File: config.mk
export PLATFORM = sky130hd
export DESIGN_NAME = wander_obstacle_avoid_controller_unit
export DESIGN_NICKNAME = d
export VERILOG_FILES = /design/src/design/woac_pkg.sv /design/src/design/wander_obstacle_avoid_controller_unit.sv /design/src/design/woac_ctrl.sv /design/src/design/woac_datapath.sv
export SDC_FILE = /design/constraint.sdc
export NUM_CORES = 1
export LEC_CHECK = 0
export BUFFER_PORTS_ARGS = -buffer_cell sky130_fd_sc_hd__buf_2
export CAP_MARGIN = 30
export CORE_ASPECT_RATIO = 2
export CORE_UTILIZATION = 30
export CTS_CLUSTER_SIZE = 30
export DETAILED_ROUTE_END_ITERATION = 8
export GPL_ROUTABILITY_DRIVEN = 0
export GPL_TIMING_DRIVEN = 1
export HOLD_SLACK_MARGIN = 0.06
export PLACE_DENSITY = 0.53
export SLEW_MARGIN = 0
export SYNTH_ARGS = -nofsm -noshare
export SYNTH_HDL_FRONTEND = slang
export SYNTH_SLANG_ARGS = --single-unit
export TNS_END_PERCENT = 1
File: constraint.sdc
create_clock -name clk -period 14.95 [get_ports clk]
set_input_delay 0 -clock clk [delete_from_list [all_inputs] [get_ports clk]]
set_output_delay 0 -clock clk [all_outputs]
set_load 0.01 [all_outputs]
File: src/design/woac_pkg.sv
`timescale 1ns / 1ps

package woac_pkg;

  // remainder unit: one dividend bit per cycle
  localparam int DivSteps = 16;
  localparam int StepCntW = $clog2(DivSteps);
  localparam int DivW     = 12;
  localparam int NumLanes = 3;

  localparam int CfgIdxW  = 3;
  localparam int CfgDataW = 16;

  typedef enum logic [CfgIdxW-1:0] {
    CFG_OBSTRUCTION = 3'd0,
    CFG_STOP        = 3'd1,
    CFG_AVOID_BASE  = 3'd2,
    CFG_FWD_MIN     = 3'd3,
    CFG_FWD_MAX     = 3'd4,
    CFG_TURN_MOM    = 3'd5
  } cfg_index_t;

  typedef enum logic [1:0] {
    SPEED_STOP   = 2'd0,
    SPEED_SLOW   = 2'd1,
    SPEED_CRUISE = 2'd2
  } speed_mode_t;

  typedef enum logic [1:0] {
    TURN_STRAIGHT = 2'd0,
    TURN_LEFT     = 2'd1,
    TURN_RIGHT    = 2'd2
  } turn_mode_t;

  typedef enum logic [1:0] {
    ST_IDLE,
    ST_CALC,
    ST_FINISH
  } state_t;

  typedef struct packed {
    logic [15:0] left_range_mm;
    logic [15:0] right_range_mm;
    logic [15:0] avoid_random;
    logic [15:0] forward_random;
    logic [15:0] turn_random;
  } in_item_t;

  typedef struct packed {
    speed_mode_t speed_mode;
    turn_mode_t  turn_mode;
    logic        avoiding;
  } out_item_t;

  typedef struct packed {
    logic load;
    logic step;
    logic commit;
  } cmd_t;

  typedef struct packed {
    logic last_step;
    logic out_busy;
  } status_t;

endpackage

File: src/design/wander_obstacle_avoid_controller_unit.sv
`timescale 1ns / 1ps

// Wandering robot controller with front obstacle avoidance. One sensor tick in,
// one command out: speed_mode (stop, slow, cruise), turn_mode (straight, left,
// right) and the avoiding flag. The transfer edge latches the tick, then the
// bit-serial remainder unit reduces the three random words against the avoid
// base, forward span and turn momentum in parallel lanes, and a commit step
// updates the state and loads the output register. The next tick can be taken
// the cycle after that output register is loaded, while the result may still
// wait for the consumer; a commit waits as long as the previous result is still
// unread. Configuration writes through cfg_we / cfg_index / cfg_wdata land at
// once and must only happen while no tick is in flight; indexes beyond the six
// registers are ignored.

module wander_obstacle_avoid_controller_unit import woac_pkg::*; (
  input  logic                clk,
  input  logic                rst_n,
  input  logic                cfg_we,
  input  logic [CfgIdxW-1:0]  cfg_index,
  input  logic [CfgDataW-1:0] cfg_wdata,
  input  logic                in_valid,
  output logic                in_ready,
  input  in_item_t            in_item,
  output logic                out_valid,
  input  logic                out_ready,
  output out_item_t           out_item
);

  cmd_t    cmd;
  status_t status;

  // sequencer: idle -> remainder steps -> commit
  woac_ctrl u_ctrl (
    .clk      (clk),
    .rst_n    (rst_n),
    .in_valid (in_valid),
    .in_ready (in_ready),
    .status   (status),
    .cmd      (cmd)
  );

  // config registers, remainder lanes, decision state, output register
  woac_datapath u_dp (
    .clk       (clk),
    .rst_n     (rst_n),
    .cfg_we    (cfg_we),
    .cfg_index (cfg_index),
    .cfg_wdata (cfg_wdata),
    .in_item   (in_item),
    .out_ready (out_ready),
    .out_valid (out_valid),
    .out_item  (out_item),
    .cmd       (cmd),
    .status    (status)
  );

`ifndef SYNTHESIS
  // at most one command per cycle
  a_cmd_onehot: assert property (@(posedge clk) disable iff (!rst_n)
    $onehot0({cmd.load, cmd.step, cmd.commit}))
    else $error("more than one datapath command");

  // a transfer starts a tick; no second transfer right behind it
  a_one_tick: assert property (@(posedge clk) disable iff (!rst_n)
    (in_valid && in_ready) |=> !in_ready)
    else $error("input taken while a tick is in flight");

  // a commit never overwrites a result still waiting
  a_no_overwrite: assert property (@(posedge clk) disable iff (!rst_n)
    cmd.commit |-> !(out_valid && !out_ready))
    else $error("pending result overwritten");

  // every commit presents a result
  a_commit_shows: assert property (@(posedge clk) disable iff (!rst_n)
    cmd.commit |=> out_valid)
    else $error("commit without result");
`endif

endmodule

File: src/design/woac_ctrl.sv
`timescale 1ns / 1ps

module woac_ctrl import woac_pkg::*; (
  input  logic    clk,
  input  logic    rst_n,
  input  logic    in_valid,
  output logic    in_ready,
  input  status_t status,
  output cmd_t    cmd
);

  state_t state_r, state_nxt;

  always_ff @(posedge clk) begin
    if (!rst_n) begin
      state_r <= ST_IDLE;
    end else begin
      state_r <= state_nxt;
    end
  end

  always_comb begin
    state_nxt = state_r;
    case (state_r)
      ST_IDLE: begin
        if (in_valid) state_nxt = ST_CALC;
      end
      ST_CALC: begin
        if (status.last_step) state_nxt = ST_FINISH;
      end
      ST_FINISH: begin
        if (!status.out_busy) state_nxt = ST_IDLE;
      end
      default: state_nxt = ST_IDLE;
    endcase
  end

  always_comb begin
    in_ready   = 1'b0;
    cmd        = '0;
    case (state_r)
      ST_IDLE: begin
        in_ready = 1'b1;
        cmd.load = in_valid;
      end
      ST_CALC: begin
        cmd.step = 1'b1;
      end
      ST_FINISH: begin
        // hold the result until the output register is free
        cmd.commit = !status.out_busy;
      end
      default: ;
    endcase
  end

endmodule

File: src/design/woac_datapath.sv
`timescale 1ns / 1ps

module woac_datapath import woac_pkg::*; (
  input  logic                clk,
  input  logic                rst_n,
  input  logic                cfg_we,
  input  logic [CfgIdxW-1:0]  cfg_index,
  input  logic [CfgDataW-1:0] cfg_wdata,
  input  in_item_t            in_item,
  input  logic                out_ready,
  output logic                out_valid,
  output out_item_t           out_item,
  input  cmd_t                cmd,
  output status_t             status
);

  // configuration
  logic [15:0] obst_dist_r, stop_dist_r;
  logic [7:0]  avoid_base_r;
  logic [11:0] fwd_min_r, fwd_max_r;
  logic [6:0]  turn_mom_r;

  // tick state
  logic [8:0]  avoid_rem_r;
  logic [11:0] fwd_cnt_r, fwd_tgt_r;
  logic [7:0]  turn_cnt_r, turn_tgt_r;
  turn_mode_t  held_turn_r;
  logic        drawn_r;

  // latched tick and remainder lanes
  logic [15:0]         left_r, right_r;
  logic [15:0]         dvd_r [NumLanes];
  logic [DivW-1:0]     rem_r [NumLanes];
  logic [DivW-1:0]     rem_nxt [NumLanes];
  logic [DivW-1:0]     divisor [NumLanes];
  logic [StepCntW-1:0] step_cnt_r;

  logic       out_valid_r;
  out_item_t  out_item_r;

  // effective divisors; a zero base or momentum acts as one
  logic [7:0]  base_eff;
  logic [6:0]  mom_eff;
  logic        fwd_span_ok;
  logic [11:0] fwd_span;

  assign base_eff    = (avoid_base_r == 8'd0) ? 8'd1 : avoid_base_r;
  assign mom_eff     = (turn_mom_r == 7'd0) ? 7'd1 : turn_mom_r;
  assign fwd_span_ok = fwd_max_r > fwd_min_r;
  assign fwd_span    = fwd_span_ok ? (fwd_max_r - fwd_min_r) : 12'd1;

  assign divisor[0] = {4'd0, base_eff};
  assign divisor[1] = fwd_span;
  assign divisor[2] = {5'd0, mom_eff};

  always_ff @(posedge clk) begin
    if (!rst_n) begin
      obst_dist_r  <= 16'd200;
      stop_dist_r  <= 16'd500;
      avoid_base_r <= 8'd12;
      fwd_min_r    <= 12'd50;
      fwd_max_r    <= 12'd100;
      turn_mom_r   <= 7'd30;
    end else if (cfg_we) begin
      case (cfg_index)
        CFG_OBSTRUCTION: obst_dist_r  <= cfg_wdata;
        CFG_STOP:        stop_dist_r  <= cfg_wdata;
        CFG_AVOID_BASE:  avoid_base_r <= cfg_wdata[7:0];
        CFG_FWD_MIN:     fwd_min_r    <= cfg_wdata[11:0];
        CFG_FWD_MAX:     fwd_max_r    <= cfg_wdata[11:0];
        CFG_TURN_MOM:    turn_mom_r   <= cfg_wdata[6:0];
        default: ;
      endcase
    end
  end

  // restoring remainder, one bit per lane per step
  always_comb begin
    logic [DivW:0] trial;
    for (int i = 0; i < NumLanes; i++) begin
      trial = {rem_r[i], dvd_r[i][15]};
      if (trial >= {1'b0, divisor[i]}) trial = trial - {1'b0, divisor[i]};
      rem_nxt[i] = trial[DivW-1:0];
    end
  end

  always_ff @(posedge clk) begin
    if (cmd.load) begin
      left_r   <= in_item.left_range_mm;
      right_r  <= in_item.right_range_mm;
      dvd_r[0] <= in_item.avoid_random;
      dvd_r[1] <= in_item.forward_random;
      dvd_r[2] <= in_item.turn_random;
      for (int i = 0; i < NumLanes; i++) rem_r[i] <= '0;
    end else if (cmd.step) begin
      for (int i = 0; i < NumLanes; i++) begin
        rem_r[i] <= rem_nxt[i];
        dvd_r[i] <= {dvd_r[i][14:0], 1'b0};
      end
    end
  end

  always_ff @(posedge clk) begin
    if (!rst_n) begin
      step_cnt_r <= '0;
    end else if (cmd.load) begin
      step_cnt_r <= '0;
    end else if (cmd.step) begin
      step_cnt_r <= step_cnt_r + StepCntW'(1);
    end
  end

  assign status.last_step = cmd.step && (step_cnt_r == StepCntW'(DivSteps - 1));
  assign status.out_busy  = out_valid_r && !out_ready;

  // decision logic from the finished remainders
  logic [11:0] drawn_fwd;
  logic [7:0]  drawn_turn;
  logic [8:0]  run_len;
  logic [11:0] fwd_tgt_eff;
  logic [7:0]  turn_tgt_eff;
  logic        obstructed, stopped;

  logic [8:0]  avoid_rem_nxt;
  logic [11:0] fwd_cnt_nxt, fwd_tgt_nxt;
  logic [7:0]  turn_cnt_nxt, turn_tgt_nxt;
  turn_mode_t  held_turn_nxt;
  out_item_t   result;

  assign drawn_fwd    = fwd_span_ok ? (fwd_min_r + rem_r[1]) : fwd_min_r;
  assign drawn_turn   = {rem_r[2][6:0], 1'b1} - {1'b0, mom_eff};
  assign run_len      = {1'b0, rem_r[0][7:0]} + {1'b0, base_eff};
  assign fwd_tgt_eff  = drawn_r ? fwd_tgt_r : drawn_fwd;
  assign turn_tgt_eff = drawn_r ? turn_tgt_r : drawn_turn;
  assign obstructed   = (left_r < obst_dist_r) || (right_r < obst_dist_r);
  assign stopped      = (left_r < stop_dist_r) || (right_r < stop_dist_r);

  always_comb begin
    avoid_rem_nxt = avoid_rem_r;
    fwd_cnt_nxt   = fwd_cnt_r;
    fwd_tgt_nxt   = fwd_tgt_eff;
    turn_cnt_nxt  = turn_cnt_r;
    turn_tgt_nxt  = turn_tgt_eff;
    held_turn_nxt = held_turn_r;
    result        = '0;
    if (obstructed || stopped || (avoid_rem_r != 9'd0)) begin
      result.speed_mode = stopped ? SPEED_STOP : SPEED_SLOW;
      result.avoiding   = 1'b1;
      if (avoid_rem_r == 9'd0) begin
        // run length is at least one, so the decrement always applies
        avoid_rem_nxt = run_len - 9'd1;
        held_turn_nxt = (left_r < stop_dist_r) ? TURN_RIGHT : TURN_LEFT;
      end else begin
        avoid_rem_nxt = avoid_rem_r - 9'd1;
      end
      result.turn_mode = held_turn_nxt;
    end else if (fwd_cnt_r == fwd_tgt_eff) begin
      result.speed_mode = SPEED_STOP;
      if (turn_tgt_eff != 8'd0) begin
        if (turn_tgt_eff[7]) begin
          held_turn_nxt = TURN_RIGHT;
          turn_cnt_nxt  = turn_cnt_r - 8'd1;
        end else begin
          held_turn_nxt = TURN_LEFT;
          turn_cnt_nxt  = turn_cnt_r + 8'd1;
        end
      end
      result.turn_mode = held_turn_nxt;
      if (turn_cnt_nxt == turn_tgt_eff) begin
        fwd_cnt_nxt  = '0;
        turn_cnt_nxt = '0;
        fwd_tgt_nxt  = drawn_fwd;
        turn_tgt_nxt = drawn_turn;
      end
    end else begin
      result.speed_mode = SPEED_CRUISE;
      result.turn_mode  = TURN_STRAIGHT;
      held_turn_nxt     = TURN_STRAIGHT;
      fwd_cnt_nxt       = fwd_cnt_r + 12'd1;
    end
  end

  always_ff @(posedge clk) begin
    if (!rst_n) begin
      avoid_rem_r <= '0;
      fwd_cnt_r   <= '0;
      fwd_tgt_r   <= '0;
      turn_cnt_r  <= '0;
      turn_tgt_r  <= '0;
      held_turn_r <= TURN_STRAIGHT;
      drawn_r     <= 1'b0;
    end else if (cmd.commit) begin
      avoid_rem_r <= avoid_rem_nxt;
      fwd_cnt_r   <= fwd_cnt_nxt;
      fwd_tgt_r   <= fwd_tgt_nxt;
      turn_cnt_r  <= turn_cnt_nxt;
      turn_tgt_r  <= turn_tgt_nxt;
      held_turn_r <= held_turn_nxt;
      drawn_r     <= 1'b1;
    end
  end

  always_ff @(posedge clk) begin
    if (!rst_n) begin
      out_valid_r <= 1'b0;
    end else if (cmd.commit) begin
      out_valid_r <= 1'b1;
    end else if (out_ready) begin
      out_valid_r <= 1'b0;
    end
  end

  always_ff @(posedge clk) begin
    if (cmd.commit) out_item_r <= result;
  end

  assign out_valid = out_valid_r;
  assign out_item  = out_item_r;

endmodule
# ---- After elaboration in Yosys (flattened, before gate mapping)
# Memories as Yosys holds them, arrays and structs flattened.
# Cells that the tools add are included.
dict set report totals {
  ramBits 84
  register_bits 167
  in_bits 104
  n_memories 2
  wordCells 147
}
# name depth width read_ports rd_clocked_by_memory_dff wr line_no
set memory_table {}
lappend memory_table {u_dp.dvd_r 3 16 3 0 3 woac_datapath.sv:32} ;# logic [15:0] dvd_r [NumLanes];
lappend memory_table {u_dp.rem_r 3 12 3 0 3 woac_datapath.sv:33} ;# logic [DivW-1:0] rem_r [NumLanes];
dict set report classes {
  reduce_logical 27
  n_bitwise 8
  n_addsub 13
  n_mux 54
  magnitude_cmp 8
  eq_ne 14
}
# op n
set ops {}
lappend ops {{two-way mux 12 bit} 14}
lappend ops {{two-way mux 8 bit} 10}
lappend ops {{less-than comparator 16 bit} 4}
lappend ops {{two-way mux 16 bit} 3}
lappend ops {{subtractor 12 bit} 2}
lappend ops {{two-way mux 2 bit} 9}
lappend ops {{subtractor 9 x 1 -> 9 bit (second input constant)} 2}
lappend ops {{AND reduction 2 bit} 7}
lappend ops {{greater-or-equal comparator 13 x 12 -> 1 bit} 1}
lappend ops {{greater-or-equal comparator 13 x 7 -> 1 bit} 1}
lappend ops {{greater-or-equal comparator 13 x 8 -> 1 bit} 1}
lappend ops {{two-way mux 1 bit} 13}
lappend ops {{adder 12 x 1 -> 12 bit (second input constant)} 1}
lappend ops {{adder 12 bit} 1}
lappend ops {{== test 12 bit} 1}
lappend ops {{> comparator 12 bit} 1}
lappend ops {{subtractor 12 x 7 -> 12 bit} 1}
lappend ops {{subtractor 12 x 8 -> 12 bit} 1}
lappend ops {{adder 8 x 8 -> 9 bit} 1}
lappend ops {{logical NOT 9 bit} 1}
lappend ops {{two-way mux 9 bit} 1}
lappend ops {{AND reduction 3 bit} 3}
lappend ops {{nonzero test 9 bit} 1}
lappend ops {{adder 8 x 1 -> 8 bit (second input constant)} 1}
lappend ops {{26 further kinds} 43}

# ---- Longest topological paths before layout
dict set report depth {
  ltp_word 12
  mapped_depth 24
}

# ---- Modules after synthesis
# Synthesis repeated with hierarchy kept, for this count alone.
dict set report unflattened {
  hier_cells 1846
  area_unflattened_um2 16075.4
}
# mod seq_area_each_um2 cells_per_inst n_inst area_per_inst_um2
set by_module_without_submodules {}
lappend by_module_without_submodules {woac_datapath 6195.9 1833 1 15974.1}
lappend by_module_without_submodules {woac_ctrl 40.0 13 1 101.3}

# ---- Worst setup path after synthesis
# Ideal clock, no wire load.
dict set report synth_path {
  path_type {flip-flop to flip-flop}
  start {memory u_dp.rem_r[2][0] (netlist: u_dp.rem_r[0][24])}
  end {register u_dp.turn_tgt_r[1]}
  synth_period_minus_slack_ns 4.876
  t_arrival_ns 4.791
  setup_time_ns 0.085
  path_slack_ns 10.074
  stages_incl_launch_ff 23
  path_cell_list {edfxtp_1 > inv_1 > ha_1 > fa_1 > nand2b_1 > a21oi_1 > or4_1 > and3_1 > buf_2 > inv_2 > buf_4 > fa_1 > nor2b_1 > o21ai_0 > a21o_1 > a311oi_1 > o2111ai_1 > a32oi_1 > nor4b_4 > nor4b_4 > o21ai_4 > buf_6 > o31ai_2}
}
# element line_no
set synth_lines {}
lappend synth_lines {{from (decl)} woac_datapath.sv:33}
lappend synth_lines {{to (signal assigned)} woac_datapath.sv:197} ;# turn_tgt_r <= turn_tgt_nxt;
lappend synth_lines {{to (decl)} woac_datapath.sv:26} ;# logic [7:0] turn_cnt_r, turn_tgt_r;

==> impl_metrics.toml <==
[outcome]
status = "finished, final reports clean"

[cells_and_area]
final_cell_area_sq_um = 19090
area_growth_pct = 19.69
final_nets = 2271
drive_above_1_share = 0.09785
mostFrequentLayoutCells = "nand2_1, a21oi_1, ha_1, dfxtp_1, inv_1"
fill_cells = 5361
layout_commonest_cell = "nand2_1"

[synthesis]
syn_avg_cell_area_sq_um = 8.652
synth_mux_area_frac = 0.02534
syn_inst = 1843
yosys.area_share.simple = 0.2133
synth_compound_area_frac = 0.1688
synth_xor_area_frac = 0.03570
syn_area_sq_um = 15950
synth.distinct_cells = 83
yosysWarnings = 0
syn-num-nets = 2090
synth-seq-area-share = 0.3911
synth_top_family_by_area = "simple AND/OR/NAND/NOR gates"
ys_ff_latch = 251
synthArstFlopShare = 0
synthFlopType = "dfxtp_1"
synth_edf_count = 121
synth_fa_ha_area_frac = 0.1160

[grt]
antenna_found_initial = 1
grt_max_degree = 65
gr-total-overflow = 0
first_global_vias = 14450
grt_use_total = 0.1801
grt_pass1_wl_um = 75780

[sta]
tightest_slew_ns = 1.057
finalSetupViolCount = 0
finalSetupTns_ns = 0
finalCritPeriodShare = 0.3999
drv_slew = 0
fin_skew_ns = 0.02090
finalCriticalPeriod_ns = 5.978
max_freq_mhz = 167.3
rsz0062_at_grt = "no"
slew_headroom = 0.2928
hold_viol_final = 0

[floorplan]
die_area_sq_um = 54140
rows = 119
die_h_um = 328.1
start_util = 0.3034
core_area_sq_um = 52560
die_w_um = 165.0
ios = 111

[routing]
wl_per_cell_um = 17.78
ant_nets = 0
drc = 0
drt-total-wl_um = 48180
drt_iter0_drc = 629
first_pass_iters = 6
vias = 14030
via_per_inst = 5.176

[critical_path]
startpoint_type = "flop"
max_stage_delay_ns = 0.52
crit_path_cell_trace = "inv_1 > ha_1 > fa_1 > nand2b_1 > a21oi_1 > or4_1 > and3_1 > inv_2 > fa_1 > nor2b_1 > o21ai_0 > a21o_1 > a311oi_1 > o2111ai_1 > a32oi_1 > nor4b_4 > nor4b_4 > o21ai_4 > o211a_1"
critPathCaptureType = "flop"
path_buf_inv = 2
critical_path.slowest_cell = "nor4b_4"
worstPathArrival_ns = 6.42
cp_max_fo = 16
worstPathRequired_ns = 15.39
cp_top_family = "compound AO/OA/AOI/OAI gates"
critical_path_class = "reg2reg"

[clocking]
cts_tree = "built"
clkLatencyLatePin_ns = 0.56
clk_pin_slew_ns = 0.07
clk_path_buf_depth = 3
cts_resized = 0
h-tree-depth = 1
numCtsBuffers = 26
cts.sink_count = 251
root_buffer = "clkbuf_16"

[power_and_ir_drop]
peakVddDrop_mv = 0.1129
power.density_nw_per_um2 = 106.8
p_leak_nw = 7.870

[place]
hpwl_um = 36320
io_buffers = 110
placed_area_sq_um = 17180

[job]
maxCapViolCount = 0

[hold_path]
hp-class = "in2reg"
[power by group]
| part | leakage (nW) | switching [mW] | internal [mW] | total [mW] |
|---|---|---|---|---|
| registers | 2.25 | 0.0289 | 0.776 | 0.805 |
| logic | 5.19 | 0.328 | 0.227 | 0.555 |
| clock network | 0.422 | 0.296 | 0.381 | 0.677 |
[area by class of cell]
| class | count | area (sq um) | area share |
|---|---|---|---|
| diodes | 1 | 2.502 | 0.0001311 |
| clock buffers | 28 | 679.4 | 0.03559 |
| clock inverters | 20 | 182.7 | 0.009571 |
| inverters | 131 | 491.7 | 0.02576 |
| multi-input cells | 1388 | 8954 | 0.4691 |
| flip-flops and latches | 251 | 6236 | 0.3267 |
| well taps | 665 | 832.0 | 0.04359 |
| repair buffers | 226 | 1709 | 0.08954 |
[metrics by stage]
step / std cells / hold WS, ns / util / setup WS, ns / power [mW]
6_report: 2710 / 0.1038 / 0.3632 / 8.972 / 2.038
3_3_place_gp: 2554 / 0.1781 / 0.3259 / 9.116 / 1.344
4_1_cts: 2709 / 0.07976 / 0.3631 / 9.000 / 2.055
5_1_grt: 2709 / 0.1139 / 0.3631 / 8.468 / 2.147
2_1_floorplan: 1843 / 0.09887 / - / 10.07 / 1.206
3_5_place_dp: 2557 / 0.1781 / 0.3269 / 9.015 / 1.354
[cell families (layout without fill, tap and decap cells)]
kind of cell,after synthesis,after routing
adder cells (fa/ha/maj),143,143
XOR/XNOR,65,65
AND/OR/NAND/NOR,728,728
other,0,1
AO/OA/AOI/OAI,412,412
buffers and inverters,204,405
multiplexers,40,40
flip-flops,251,251
[layer usage]
metal  wire, um  global-route usage  vias to the layer above  share of wire
li1           -                   -                     6908              -
met1      17460              0.1796                     6651           0.36
met2      26670              0.3542                      347           0.55
met3       1588             0.01944                      120          0.033
met4       2466             0.09214                        0          0.051
met5          0                   0                        -              0
[timing repair]
item,in CTS,in global routing
hold endpoints to repair,158,0
hold buffers,104,0
buffers inserted,0,0
[worst min-delay path, cell delays in order]
cell,delay (ns)
buf_2,0.09
buf_4,0.36
nand3_1,0.15
[registers in the layout, indices dropped and copies added (netlist names)]
register	count
u_dp.avoid_base_r	8
u_dp.drawn_r	1
u_dp.step_cnt_r	4
u_dp.held_turn_r	2
u_dp.turn_tgt_r	8
u_dp.avoid_rem_r	9
u_dp.fwd_tgt_r	12
u_dp.obst_dist_r	16
u_dp.turn_cnt_r	8
u_dp.dvd_r	48
u_dp.rem_r	36
u_dp.right_r	16
u_dp.left_r	16
u_dp.stop_dist_r	16
u_dp.out_valid	1
u_dp.turn_mom_r	7
u_dp.fwd_cnt_r	12
u_ctrl.state_r	2
u_dp.fwd_min_r	12
u_dp.out_item	5
u_dp.fwd_max_r	12
[cells in the mapped netlist, types with 6 or more instances]
cell type / count / share of area
o211ai_1: 33 / 0.016
edfxtp_1: 121 / 0.23
and2_1: 8 / 0.0031
a211oi_1: 20 / 0.0094
a31oi_1: 7 / 0.0027
ha_1: 135 / 0.11
buf_1: 7 / 0.0016
and3_1: 10 / 0.0039
nand2b_1: 31 / 0.012
nor2b_1: 19 / 0.0075
o31ai_1: 9 / 0.0042
nand3_1: 40 / 0.013
a221oi_1: 8 / 0.0044
o21ai_0: 76 / 0.024
or3_1: 16 / 0.0063
nand4_1: 31 / 0.012
or4_1: 8 / 0.0038
a21boi_0: 9 / 0.0042
dfxtp_1: 130 / 0.16
fa_1: 8 / 0.010
a22oi_1: 6 / 0.0028
nor3_1: 21 / 0.0066
nor4_1: 11 / 0.0043
clkbuf_1: 56 / 0.013
and4_1: 6 / 0.0033
xnor2_1: 39 / 0.021
buf_2: 6 / 0.0019
nand2_1: 374 / 0.088
mux2i_1: 37 / 0.023
xor2_1: 26 / 0.014
nor2_1: 120 / 0.028
a21oi_1: 139 / 0.044
a21o_1: 24 / 0.011
inv_1: 128 / 0.030
nand3b_1: 10 / 0.0047
[path summary, 6_finish.rpt]
kind	start	to	slack, ns	cells past startpoint
max	u_dp.rem_r[0][24]$_SDFFCE_PN0P_	u_dp.turn_tgt_r[2]$_SDFFE_PN0P_	8.97	19
min	rst_n	u_dp.fwd_max_r[5]$_SDFFE_PN1P_	0.10	3
max reg2reg	u_dp.rem_r[0][24]$_SDFFCE_PN0P_	u_dp.turn_tgt_r[2]$_SDFFE_PN0P_	8.97	19
min reg2reg	u_dp.stop_dist_r[3]$_SDFFE_PN0P_	u_dp.stop_dist_r[3]$_SDFFE_PN0P_	0.46	2
Power figures use the tool's default switching activity.
